File: config.mk
export PLATFORM = sky130hd
export DESIGN_NAME = rgb_to_dot_raster_printer_stream
export DESIGN_NICKNAME = d
export VERILOG_FILES = /design/src/hdl/rtd_pkg.sv /design/src/hdl/rgb_to_dot_raster_printer_stream.sv /design/src/hdl/rtd_front.sv /design/src/hdl/rtd_queue.sv /design/src/hdl/rtd_back.sv
export VERILOG_INCLUDE_DIRS = /design/src /design/src/hdl
export SDC_FILE = /design/constraint.sdc
export NUM_CORES = 1
export LEC_CHECK = 0
export BUFFER_PORTS_ARGS = -buffer_cell sky130_fd_sc_hd__buf_4
export CORE_MARGIN = 3
export CORE_UTILIZATION = 65
export DETAILED_ROUTE_END_ITERATION = 6
export GPL_TIMING_DRIVEN = 1
export HOLD_SLACK_MARGIN = 0.1
export PLACE_DENSITY = 0.82
export SETUP_SLACK_MARGIN = 0.4
export SLEW_MARGIN = 20
export SYNTH_ARGS = -nofsm -noshare
export SYNTH_HDL_FRONTEND = slang
export SYNTH_SLANG_ARGS = --single-unit
File: constraint.sdc
create_clock -name clk_i -period 12.48 [get_ports clk_i]
set_clock_uncertainty 0.1 [all_clocks]
set_input_delay 0 -clock clk_i [delete_from_list [all_inputs] [get_ports clk_i]]
set_output_delay 0 -clock clk_i [all_outputs]
set_load 0.01 [all_outputs]
File: src/hdl/assert_macros.svh
`ifndef ASSERT_MACROS_SVH
`define ASSERT_MACROS_SVH

// property must hold at every clock edge out of reset
`define ASSERT_HOLDS(label, prop, msg) \
  label: assert property (@(posedge clk_i) disable iff (!rst_ni) (prop)) else $error(msg);

// condition must never be seen out of reset
`define ASSERT_NEVER(label, prop, msg) \
  label: assert property (@(posedge clk_i) disable iff (!rst_ni) !(prop)) else $error(msg);

`endif

File: src/hdl/rtd_pkg.sv
`timescale 1ns / 1ps

package rtd_pkg;

  localparam int ColW     = 10;
  localparam int ThrW     = 9;
  localparam int SumW     = 18;
  localparam int ThrKW    = 19;
  localparam int SlotN    = 16;
  localparam int SlotW    = 4;
  localparam int CfgIdxW  = 1;
  localparam int CfgDataW = 10;

  localparam logic [ColW-1:0] MaxWidth = 10'd512;
  localparam logic [ColW-1:0] WidthRst = 10'd512;
  localparam logic [ThrW-1:0] ThrRst   = 9'd200;
  localparam int              ThrScale = 1000;
  localparam int              RedW     = 299;
  localparam int              GreenW   = 587;
  localparam int              BlueW    = 114;

  localparam logic [CfgIdxW-1:0] CfgLineWidth = 1'b0;
  localparam logic [CfgIdxW-1:0] CfgDarkThr   = 1'b1;

  localparam logic [7:0] ChEsc    = 8'h1B;
  localparam logic [7:0] ChReset  = 8'h40;
  localparam logic [7:0] ChUni    = 8'h55;
  localparam logic [7:0] ChOne    = 8'h01;
  localparam logic [7:0] ChSpace  = 8'h30;
  localparam logic [7:0] ChRaster = 8'h2E;
  localparam logic [7:0] ChZero   = 8'h00;
  localparam logic [7:0] ChFeed   = 8'h0C;

  // slot positions inside one pixel's byte run
  localparam int SlotPre  = 0;
  localparam int SlotHdr  = 7;
  localparam int SlotData = 12;
  localparam int SlotTrl  = 13;

  typedef struct packed {
    logic [7:0] red;
    logic [7:0] green;
    logic [7:0] blue;
    logic       page_end;
  } pix_t;

  typedef struct packed {
    logic [7:0] out_byte;
    logic       run_last;
  } rsp_t;

  typedef struct packed {
    logic [SlotN-1:0] mask;
    logic [7:0]       data;
    logic [ColW-1:0]  width;
  } desc_t;

  function automatic logic [7:0] slot_byte(input logic [SlotW-1:0] idx,
                                           input logic [7:0] data,
                                           input logic [ColW-1:0] width);
    logic [7:0] b;
    case (idx)
      4'd0:    b = ChEsc;
      4'd1:    b = ChReset;
      4'd2:    b = ChEsc;
      4'd3:    b = ChUni;
      4'd4:    b = ChOne;
      4'd5:    b = ChEsc;
      4'd6:    b = ChSpace;
      4'd7:    b = ChEsc;
      4'd8:    b = ChRaster;
      4'd9:    b = ChZero;
      4'd10:   b = width[7:0];
      4'd11:   b = {{(16-ColW){1'b0}}, width[ColW-1:8]};
      4'd12:   b = data;
      4'd13:   b = ChFeed;
      4'd14:   b = ChEsc;
      4'd15:   b = ChReset;
      default: b = ChZero;
    endcase
    return b;
  endfunction

endpackage

File: src/hdl/rgb_to_dot_raster_printer_stream.sv
// channel | direction | handshake                  | payload
// pixel   | in        | in_valid_i / in_stall_o    | in_req_i  (pix_t)
// bytes   | out       | out_valid_o / out_stall_i  | out_rsp_o (rsp_t)
// config  | in        | cfg_we_i, cfg_idx_i        | cfg_wdata_i
// one pixel per cycle enters while in_stall_o is low
// bytes leave one per cycle unless stalled, 0 to 16 bytes per pixel
// the pixel side stalls only while the request queue is full
// reset: width 512, threshold 200, no page open, column 0
`timescale 1ns / 1ps

module rgb_to_dot_raster_printer_stream import rtd_pkg::*; #(
  parameter int QUEUE_DEPTH = 4
) (
  input  logic                clk_i,
  input  logic                rst_ni,
  input  logic                in_valid_i,
  output logic                in_stall_o,
  input  pix_t                in_req_i,
  output logic                out_valid_o,
  input  logic                out_stall_i,
  output rsp_t                out_rsp_o,
  input  logic                cfg_we_i,
  input  logic [CfgIdxW-1:0]  cfg_idx_i,
  input  logic [CfgDataW-1:0] cfg_wdata_i
);

  logic [ColW-1:0]  width_q, width_d;
  logic [ThrKW-1:0] thr_k_q, thr_k_d;
  logic             push, full, pop, empty;
  desc_t            push_desc, head;

  always_comb begin
    width_d = width_q;
    thr_k_d = thr_k_q;
    if (cfg_we_i) begin
      case (cfg_idx_i)
        CfgLineWidth: begin
          if (cfg_wdata_i == '0) begin
            width_d = ColW'(1);
          end else if (cfg_wdata_i > MaxWidth) begin
            width_d = MaxWidth;
          end else begin
            width_d = cfg_wdata_i;
          end
        end
        CfgDarkThr: thr_k_d = ThrKW'(cfg_wdata_i[ThrW-1:0]) * ThrKW'(ThrScale);
        default: ;
      endcase
    end
  end

  always_ff @(posedge clk_i or negedge rst_ni) begin
    if (!rst_ni) begin
      width_q <= WidthRst;
      thr_k_q <= ThrKW'(ThrRst) * ThrKW'(ThrScale);
    end else begin
      width_q <= width_d;
      thr_k_q <= thr_k_d;
    end
  end

  rtd_front u_front (
    .clk_i       (clk_i),
    .rst_ni      (rst_ni),
    .in_valid_i  (in_valid_i),
    .in_stall_o  (in_stall_o),
    .in_req_i    (in_req_i),
    .width_i     (width_q),
    .thr_k_i     (thr_k_q),
    .full_i      (full),
    .push_o      (push),
    .push_desc_o (push_desc)
  );

  rtd_queue #(
    .Depth (QUEUE_DEPTH)
  ) u_queue (
    .clk_i       (clk_i),
    .rst_ni      (rst_ni),
    .push_i      (push),
    .push_desc_i (push_desc),
    .full_o      (full),
    .pop_i       (pop),
    .head_o      (head),
    .empty_o     (empty)
  );

  rtd_back u_back (
    .clk_i       (clk_i),
    .rst_ni      (rst_ni),
    .head_i      (head),
    .empty_i     (empty),
    .pop_o       (pop),
    .out_valid_o (out_valid_o),
    .out_stall_i (out_stall_i),
    .out_rsp_o   (out_rsp_o)
  );

endmodule

File: src/hdl/rtd_front.sv
`timescale 1ns / 1ps
`include "assert_macros.svh"

module rtd_front import rtd_pkg::*; (
  input  logic              clk_i,
  input  logic              rst_ni,
  input  logic              in_valid_i,
  output logic              in_stall_o,
  input  pix_t              in_req_i,
  input  logic [ColW-1:0]   width_i,
  input  logic [ThrKW-1:0]  thr_k_i,
  input  logic              full_i,
  output logic              push_o,
  output desc_t             push_desc_o
);

  logic            a_valid_q, a_valid_d;
  logic [SumW-1:0] a_sum_q, a_sum_d;
  logic            a_last_q, a_last_d;
  logic [ColW-1:0] column_q, column_d;
  logic [7:0]      dot_q, dot_d;
  logic            open_q, open_d;

  logic            accept, consume, dot_bit, hdr, byte_full, dat;
  logic [ColW-1:0] col1;
  logic [7:0]      shift;
  logic [SlotN-1:0] mask;

  assign a_sum_d = SumW'(in_req_i.red) * SumW'(RedW)
                 + SumW'(in_req_i.green) * SumW'(GreenW)
                 + SumW'(in_req_i.blue) * SumW'(BlueW);
  assign a_last_d = in_req_i.page_end;

  always_comb begin
    hdr       = (column_q == '0);
    dot_bit   = ThrKW'(a_sum_q) < thr_k_i;
    shift     = (hdr ? 8'h00 : dot_q) | (dot_bit ? (8'h80 >> column_q[2:0]) : 8'h00);
    col1      = column_q + ColW'(1);
    byte_full = (col1[2:0] == 3'd0) || (col1 >= width_i);
    dat       = byte_full || a_last_q;
    mask      = '0;
    mask[SlotPre +: 7] = {7{!open_q}};
    mask[SlotHdr +: 5] = {5{hdr}};
    mask[SlotData]     = dat;
    mask[SlotTrl +: 3] = {3{a_last_q}};
  end

  assign consume     = a_valid_q && ((mask == '0) || !full_i);
  assign in_stall_o  = a_valid_q && !consume;
  assign accept      = in_valid_i && !in_stall_o;
  assign push_o      = a_valid_q && (mask != '0) && !full_i;
  assign push_desc_o = '{mask: mask, data: shift, width: width_i};

  always_comb begin
    a_valid_d = accept ? 1'b1 : (consume ? 1'b0 : a_valid_q);
    column_d  = column_q;
    dot_d     = dot_q;
    open_d    = open_q;
    if (consume) begin
      column_d = (a_last_q || col1 >= width_i) ? '0 : col1;
      dot_d    = dat ? 8'h00 : shift;
      open_d   = !a_last_q;
    end
  end

  always_ff @(posedge clk_i or negedge rst_ni) begin
    if (!rst_ni) begin
      a_valid_q <= 1'b0;
      column_q  <= '0;
      dot_q     <= '0;
      open_q    <= 1'b0;
    end else begin
      a_valid_q <= a_valid_d;
      column_q  <= column_d;
      dot_q     <= dot_d;
      open_q    <= open_d;
    end
  end

  always_ff @(posedge clk_i) begin
    if (accept) begin
      a_sum_q  <= a_sum_d;
      a_last_q <= a_last_d;
    end
  end

  `ASSERT_HOLDS(a_column_range, column_q < MaxWidth, "column beyond widest line")
  `ASSERT_NEVER(a_push_full, push_o && full_i, "request pushed into full queue")
  `ASSERT_HOLDS(a_push_nonempty, !push_o || push_desc_o.mask != '0,
    "request with no bytes queued")

endmodule

File: src/hdl/rtd_queue.sv
`timescale 1ns / 1ps
`include "assert_macros.svh"

module rtd_queue import rtd_pkg::*; #(
  parameter int Depth = 4
) (
  input  logic  clk_i,
  input  logic  rst_ni,
  input  logic  push_i,
  input  desc_t push_desc_i,
  output logic  full_o,
  input  logic  pop_i,
  output desc_t head_o,
  output logic  empty_o
);

  localparam int PtrW = (Depth > 1) ? $clog2(Depth) : 1;
  localparam int CntW = $clog2(Depth + 1);

  desc_t           mem_q [Depth];
  logic [PtrW-1:0] wr_q, wr_d, rd_q, rd_d;
  logic [CntW-1:0] cnt_q, cnt_d;
  logic            do_push, do_pop;

  assign full_o  = (cnt_q == CntW'(Depth));
  assign empty_o = (cnt_q == '0);
  assign head_o  = mem_q[rd_q];
  assign do_push = push_i && !full_o;
  assign do_pop  = pop_i && !empty_o;

  always_comb begin
    wr_d  = do_push ? ((wr_q == PtrW'(Depth - 1)) ? '0 : wr_q + PtrW'(1)) : wr_q;
    rd_d  = do_pop ? ((rd_q == PtrW'(Depth - 1)) ? '0 : rd_q + PtrW'(1)) : rd_q;
    cnt_d = cnt_q + CntW'(do_push) - CntW'(do_pop);
  end

  always_ff @(posedge clk_i or negedge rst_ni) begin
    if (!rst_ni) begin
      wr_q  <= '0;
      rd_q  <= '0;
      cnt_q <= '0;
    end else begin
      wr_q  <= wr_d;
      rd_q  <= rd_d;
      cnt_q <= cnt_d;
    end
  end

  always_ff @(posedge clk_i) begin
    if (do_push) begin
      mem_q[wr_q] <= push_desc_i;
    end
  end

  `ASSERT_HOLDS(a_count_range, cnt_q <= CntW'(Depth), "queue count overflow")

endmodule

File: src/hdl/rtd_back.sv
`timescale 1ns / 1ps
`include "assert_macros.svh"

module rtd_back import rtd_pkg::*; (
  input  logic  clk_i,
  input  logic  rst_ni,
  input  desc_t head_i,
  input  logic  empty_i,
  output logic  pop_o,
  output logic  out_valid_o,
  input  logic  out_stall_i,
  output rsp_t  out_rsp_o
);

  logic [SlotN-1:0] pend_q, pend_d;
  logic [7:0]       data_q;
  logic [ColW-1:0]  width_q;
  logic             out_valid_q, out_valid_d;
  rsp_t             out_q, out_d;

  logic [SlotN-1:0] low;
  logic [SlotW-1:0] idx;
  logic             single, out_adv;

  always_comb begin
    low = pend_q & (~pend_q + SlotN'(1));
    idx = '0;
    for (int i = SlotN - 1; i >= 0; i--) begin
      if (pend_q[i]) begin
        idx = SlotW'(i);
      end
    end
  end

  assign single  = (pend_q != '0) && ((pend_q & ~low) == '0);
  assign out_adv = !out_valid_q || !out_stall_i;
  assign pop_o   = !empty_i && ((pend_q == '0) || (out_adv && single));

  always_comb begin
    out_valid_d = out_valid_q;
    out_d       = out_q;
    pend_d      = pend_q;
    if (out_adv) begin
      out_valid_d = (pend_q != '0);
      out_d       = '{out_byte: slot_byte(idx, data_q, width_q), run_last: single};
      pend_d      = pend_q & ~low;
    end
    if (pop_o) begin
      pend_d = head_i.mask;
    end
  end

  always_ff @(posedge clk_i or negedge rst_ni) begin
    if (!rst_ni) begin
      pend_q      <= '0;
      out_valid_q <= 1'b0;
    end else begin
      pend_q      <= pend_d;
      out_valid_q <= out_valid_d;
    end
  end

  always_ff @(posedge clk_i) begin
    out_q <= out_d;
    if (pop_o) begin
      data_q  <= head_i.data;
      width_q <= head_i.width;
    end
  end

  assign out_valid_o = out_valid_q;
  assign out_rsp_o   = out_q;

  `ASSERT_HOLDS(a_run_contiguous,
    out_valid_q && !out_stall_i && !out_q.run_last |=> out_valid_q,
    "byte run of one pixel broken")

endmodule

# Word level (Yosys, flattened, before mapping)

Memories as Yosys holds them, arrays and structs flattened.
Index checks and enable logic that the tools add are counted.

Bits in writable memories: 136
Memories: 1
Word-level logic and storage cells: 129
Bits in latches: 0
Bits in read-only memories: 0
Bits in registers: 116
Output and inout bits: 11

Reductions and logical operators: 40
Divide/modulo/power cells: 0
Shift-type cells: 1
Eq/ne operators: 18
Multipliers: 4
$lt $le $gt $ge: 3
Multiplexer cells: 31
Bitwise operators: 6
Add/sub/neg operators: 8

Memory list:

| memory        | depth | width | rd ports | clocked after memory_dff | write ports | line            | source |
|---|---|---|---|---|---|---|---|
| u_queue.mem_q | 4     | 34    | 1        | 0                        | 1           | rtd_queue.sv:20 | `desc_t mem_q [Depth];` |

Operator list:

| cell                  | count |
|---|---|
| $pmux 8 s11           | 1 |
| $mux 4                | 16 |
| $logic_not 16->1      | 3 |
| $and 16x16->16        | 2 |
| $eq 4x4->1 const B    | 8 |
| $mux 16               | 2 |
| $not 16->16           | 2 |
| $reduce_bool 16->1    | 2 |
| $mux 10               | 3 |
| $mux 8                | 3 |
| $logic_not 10->1      | 2 |
| $lt 18x19->1          | 1 |
| $add 17x18->18        | 1 |
| $add 18x15->18        | 1 |
| $mul 8x10->18 const B | 1 |
| $mul 8x9->17 const B  | 1 |
| $add 16x1->16 const B | 1 |
| $eq 4x3->1 const B    | 4 |
| $mul 9x7->16 const B  | 1 |
| $mul 8x6->14 const B  | 1 |
| $add 10x1->10 const B | 1 |
| $ge 10x10->1          | 1 |
| $gt 10x10->1 const B  | 1 |
| $logic_and 1x1->1     | 10 |
| other kinds (20)      | 42 |

# Depth between registers and ports, before layout

Depth in word-level cells: 19
Gate-level depth with buffers: 25
Gate-level depth less buffers: 25

# Cells and area by module

From an unflattened synthesis, not the netlist that was laid out.

Cells, all modules: 1397
Area total of the unflattened synthesis: 17209.0 µm²

By module, submodules not included:

| module                           | area each (µm²) | times used | cells each |
|---|---|---|---|
| rtd_front                        | 6786.5          | 1          | 695 |
| rtd_queue                        | 5402.7          | 1          | 217 |
| rgb_to_dot_raster_printer_stream | 2607.5          | 1          | 253 |
| rtd_back                         | 2412.3          | 1          | 232 |

# Least setup slack after synthesis

OpenSTA, ideal clock, no wires.

Path type: input port to flip-flop
Start: input in_req_i[1] (netlist name)
End: register u_front.a_sum_q[17] (data pin)
Required time: 12.120 ns
Buffers on the path: 0
Stages: 21
Arrival: 5.263 ns
Setup slack: 6.857 ns
Setup time: 0.260 ns
Cells stage by stage: fa_1 -> inv_1 -> fa_1 -> inv_1 -> ha_1 -> ha_1 -> fa_1 -> xor2_1 -> ha_1 -> inv_1 -> fa_1 -> fa_1 -> fa_1 -> inv_1 -> ha_1 -> or3_1 -> o22ai_1 -> a21oi_1 -> a211o_1 -> a21oi_1 -> xnor2_1

Longest elaborated chain between the ends: 2

Ends and longest elaborated chain:

| item                          | line                                   | source |
|---|---|---|
| start: declaration            | rgb_to_dot_raster_printer_stream.sv:18 | `input pix_t in_req_i,` |
| $mul 8x6->14                  | rtd_front.sv:31                        | `+ SumW'(in_req_i.blue) * SumW'(BlueW);` |
| $add 18x15->18                | rtd_front.sv:31                        |  |
| named net u_front.a_sum_d[17] | rtd_front.sv:18                        | `logic [SumW-1:0] a_sum_q, a_sum_d;` |
| end signal: assignment        | rtd_front.sv:82                        | `a_sum_q <= a_sum_d;` |
| end: declaration              | rtd_front.sv:18                        |  |

The timed path passes the listed nets, and every way through them passes these cells.
A chain may end at the register's enable or synchronous reset.

# Worst setup path after layout

Same ends and word-level chain as after synthesis.

==> impl_metrics.csv <==
group,metric,value,unit
outcome,status,"completed",
logic_synthesis,yosys_most_used_dff,"edfxtp_1",
drt,num_vias,9215,
final_layout,stdcell_count,1585,
setup_path,crit_path_end_kind,"flop",
logic_synthesis,yosys.area.top_type,"edfxtp_1",
clock_tree,post_cts_buffers,0,
logic_synthesis,yosysUniqueCellTypes,80,
placement,routabilityCongestion,0.8980,
logic_synthesis,ys_async_sr_fraction,0.3483,
placement,dpl.hpwl,20420,um
setup_path,crit_path_start_kind,"input port",
final_layout,final_cell_mix,"inv_1 (228), ha_1 (181), edfxtp_1 (131), fa_1 (99), nand2_1 (82)",
die,core,0.02135,mm2
setup_path,cp_data_required_time,12.62,ns
final_layout,final_common_cell,"inv_1",
timing,relSlewSlack,0.2847,
final_layout,area_growth,10.87,%
placement,port_buffers,51,
placement,place_inst,1519,
clock_tree,cts.sinks,201,
global_routing,grt_max_degree,71,
clock_tree,cts_buffers,22,
die,die_area,0.02395,mm2
global_routing,grt_pass1_vias,9657,
drt,ant_nets,0,
clock_tree,cts-root-buf,"clkbuf_16",
drt,firstDrtPassIters,5,
timing,finalSetupViolations,0,
logic_synthesis,synth_warnings,0,
clock_tree,path_clk_slew,0.06,ns
global_routing,gr-usage-all-layers,0.2356,
final_layout,layout-drive-gt1-share,0.1198,
logic_synthesis,avgSynthCellArea,11.89,um2
timing,tightest_slew,1.064,ns
clock_tree,clk_path_buf_depth,3,
worst_hold_path,hp-class,"input port to async pin",
timing,max_freq,178.7,MHz
clock_tree,ctsResizeCount,0,
drt,via_per_inst,5.814,
drt,wl,27440,um
drt,detailedRoute.firstIterationViolations,457,
die,ios,52,
global_routing,antenna_found_initial,0,
die,die_x,154.8,um
final_layout,final_area,0.01595,mm2
final_layout,multi_input_area,0.007716,mm2
placement,postPlaceCellArea,0.01501,mm2
setup_path,setup.worst_path.class,"input port to flop",
timing,tns,0,ns
logic_synthesis,synth_top_cell_area_share,0.2735,
clock_tree,clk_latency,0.49,ns
die,initial_core_util,0.6736,
timing,final_hold_viol_count,0,
die,core.rowCount,53,
logic_synthesis,synth_seq_area_share,0.3959,
logic_synthesis,synth-seq-cells,201,
power,vdd_drop_max,0.3651,mV
global_routing,overflow,0,
setup_path,reg2reg_slack,8.50,ns
clock_tree,cts_tree,"built",
timing,fin_crit,5.596,ns
logic_synthesis,synth_cells,1210,
drt,wl_per_cell,17.31,um
clock_tree,postCtsHoldBufs,26,
die,fp.dieH,154.8,um
final_layout,fillers,1403,
global_routing,grt_pass1_wl,46080,um
timing,drv_slew,0,
drt,drc_errors,0,
clock_tree,cts.htree.levels,1,
logic_synthesis,syn_area,0.01438,mm2
run,maxCapViolCount,0,
power,p_per_area,278.8,mW/mm2
logic_synthesis,synth.area.top_cells,"edfxtp_1 (27%), ha_1 (16%), fa_1 (14%)",
final_layout,diodes,0,
final_layout,regArea,0.005694,mm2
setup_path,critPathArrivalTime,5.74,ns
logic_synthesis,syn_nets,1531,
timing,rsz0062_at_grt,"no",
logic_synthesis,synth-edff-count,131,
setup_path,cp_max_fo,4,
timing,finalCritPeriodShare,0.4484,
power,p_leak,0.007478,uW
final_layout,layout.nets,1615,
-- Yosys cell counts (3+ instances only) --
library cell and instances:
or3_1 4, edfxtp_1 131, xor2_1 11, a211oi_1 6, nor3_1 15, nand2_1 82
clkbuf_1 9, buf_6 3, nand2b_1 10, o31ai_1 7, buf_4 3, mux4_2 22
a21o_1 17, nor2_1 32, inv_1 228, nand3_1 15, ha_1 181, dfstp_2 7
nor2b_1 8, a21oi_1 44, mux2_2 8, nand4_1 5, a22o_1 22, and2_1 9
or2_2 6, o21a_1 6, and4_1 3, xnor2_1 33, fa_1 99, nor4_1 6
dfrtp_1 63, o21bai_1 11, mux2i_1 5, and3_1 5, o21ai_0 32
-- worst max-delay path, cell delays in order --
cell and delay (ns):
buf_4 0.13, fa_1 0.53, inv_1 0.05, fa_1 0.47
inv_1 0.04, ha_1 0.28, ha_1 0.23, fa_1 0.41
xor2_1 0.18, ha_1 0.27, inv_1 0.05, fa_1 0.52
fa_1 0.44, fa_1 0.55, inv_1 0.04, ha_1 0.23
or3_1 0.37, o22ai_1 0.23, a21oi_1 0.17, a211o_1 0.28
a21oi_1 0.17, xnor2_1 0.09
-- power breakdown --
group	total (uW)	switching, uW	internal [uW]
logic	2640	1480	1160
registers	1210	132	1070
clock network	597	258	339
total	4450	1870	2570
-- path summary, 6_finish.rpt --
| kind | cells after the start | start | endpoint |
|---|---|---|---|
| max in group asynchronous | 2 | rst_ni | u_back.pend_q[13]$_DFFE_PN0P_ |
| min | 2 | rst_ni | width_q[3]$_DFFE_PN0P_ |
| min reg2reg | 2 | thr_k_q[10]$_DFFE_PN1P_ | thr_k_q[10]$_DFFE_PN1P_ |
| min in group clk_i | 2 | in_req_i[0] | u_front.a_last_q$_DFFE_PP_ |
| max reg2reg | 15 | u_front.column_q[0]$_DFFE_PN0P_ | u_queue.cnt_q[2]$_DFF_PN0_ |
| max | 22 | in_req_i[1] | u_front.a_sum_q[17]$_DFFE_PP_ |
-- state kept, by name, indices dropped and copies added, names as in the netlist, 2 cells and up --
signal and cells:
u_queue.mem_q 88, thr_k_q 16, u_back.pend_q 16, u_front.a_sum_q 15, u_back.width_q 10, u_front.column_q 10, width_q 10, u_back.out_rsp_o 9
u_back.data_q 8, u_front.dot_q 8, u_queue.cnt_q 3, u_queue.rd_q 2, u_queue.wr_q 2
-- area by class of cell --
class                           instances  share of cell area
Multi-Input combinational cell        761              0.4839
Sequential cell                       201              0.3571
Inverter                              228             0.05367
Timing Repair Buffer                   80             0.04175
Clock buffer                           26             0.03680
Tap cell                              275             0.02158
Clock inverter                         14            0.005179
-- logic make-up after synthesis --
| family | Yosys count | share of synthesized area |
|---|---|---|
| adder cells (fa/ha/maj) | 283 | 0.2974 |
| buffers and inverters | 248 | 0.06794 |
| AND/OR/NAND/NOR | 213 | 0.07543 |
| flip-flops | 201 | 0.3959 |
| AO/OA/AOI/OAI | 185 | 0.09126 |
| XOR/XNOR | 44 | 0.02679 |
| multiplexers | 36 | 0.04524 |
-- metrics by stage --
| stage | hold slack [ns] | util | setup WS (ns) | total power, uW |
|---|---|---|---|---|
| finish | 0.08562 | 0.7467 | 6.884 | 4446 |
| global placement | 0.1064 | 0.7030 | 6.498 | 3694 |
| floorplan | -0.3956 | - | 6.857 | 3222 |
| global route | 0.1472 | 0.7467 | 6.655 | 4822 |
| CTS | 0.1296 | 0.7465 | 6.883 | 4468 |
| detailed placement | 0.1026 | 0.7030 | 6.363 | 3825 |
-- layer usage --
layer,vias to the layer above,part of all wire,global-route usage
li1,4328,-,-
met3,61,0.037,0.02658
met2,234,0.53,0.4389
met4,0,0.026,0.06308
met1,4592,0.41,0.2917
met5,-,0,0
(Power assumes the default switching activity.)
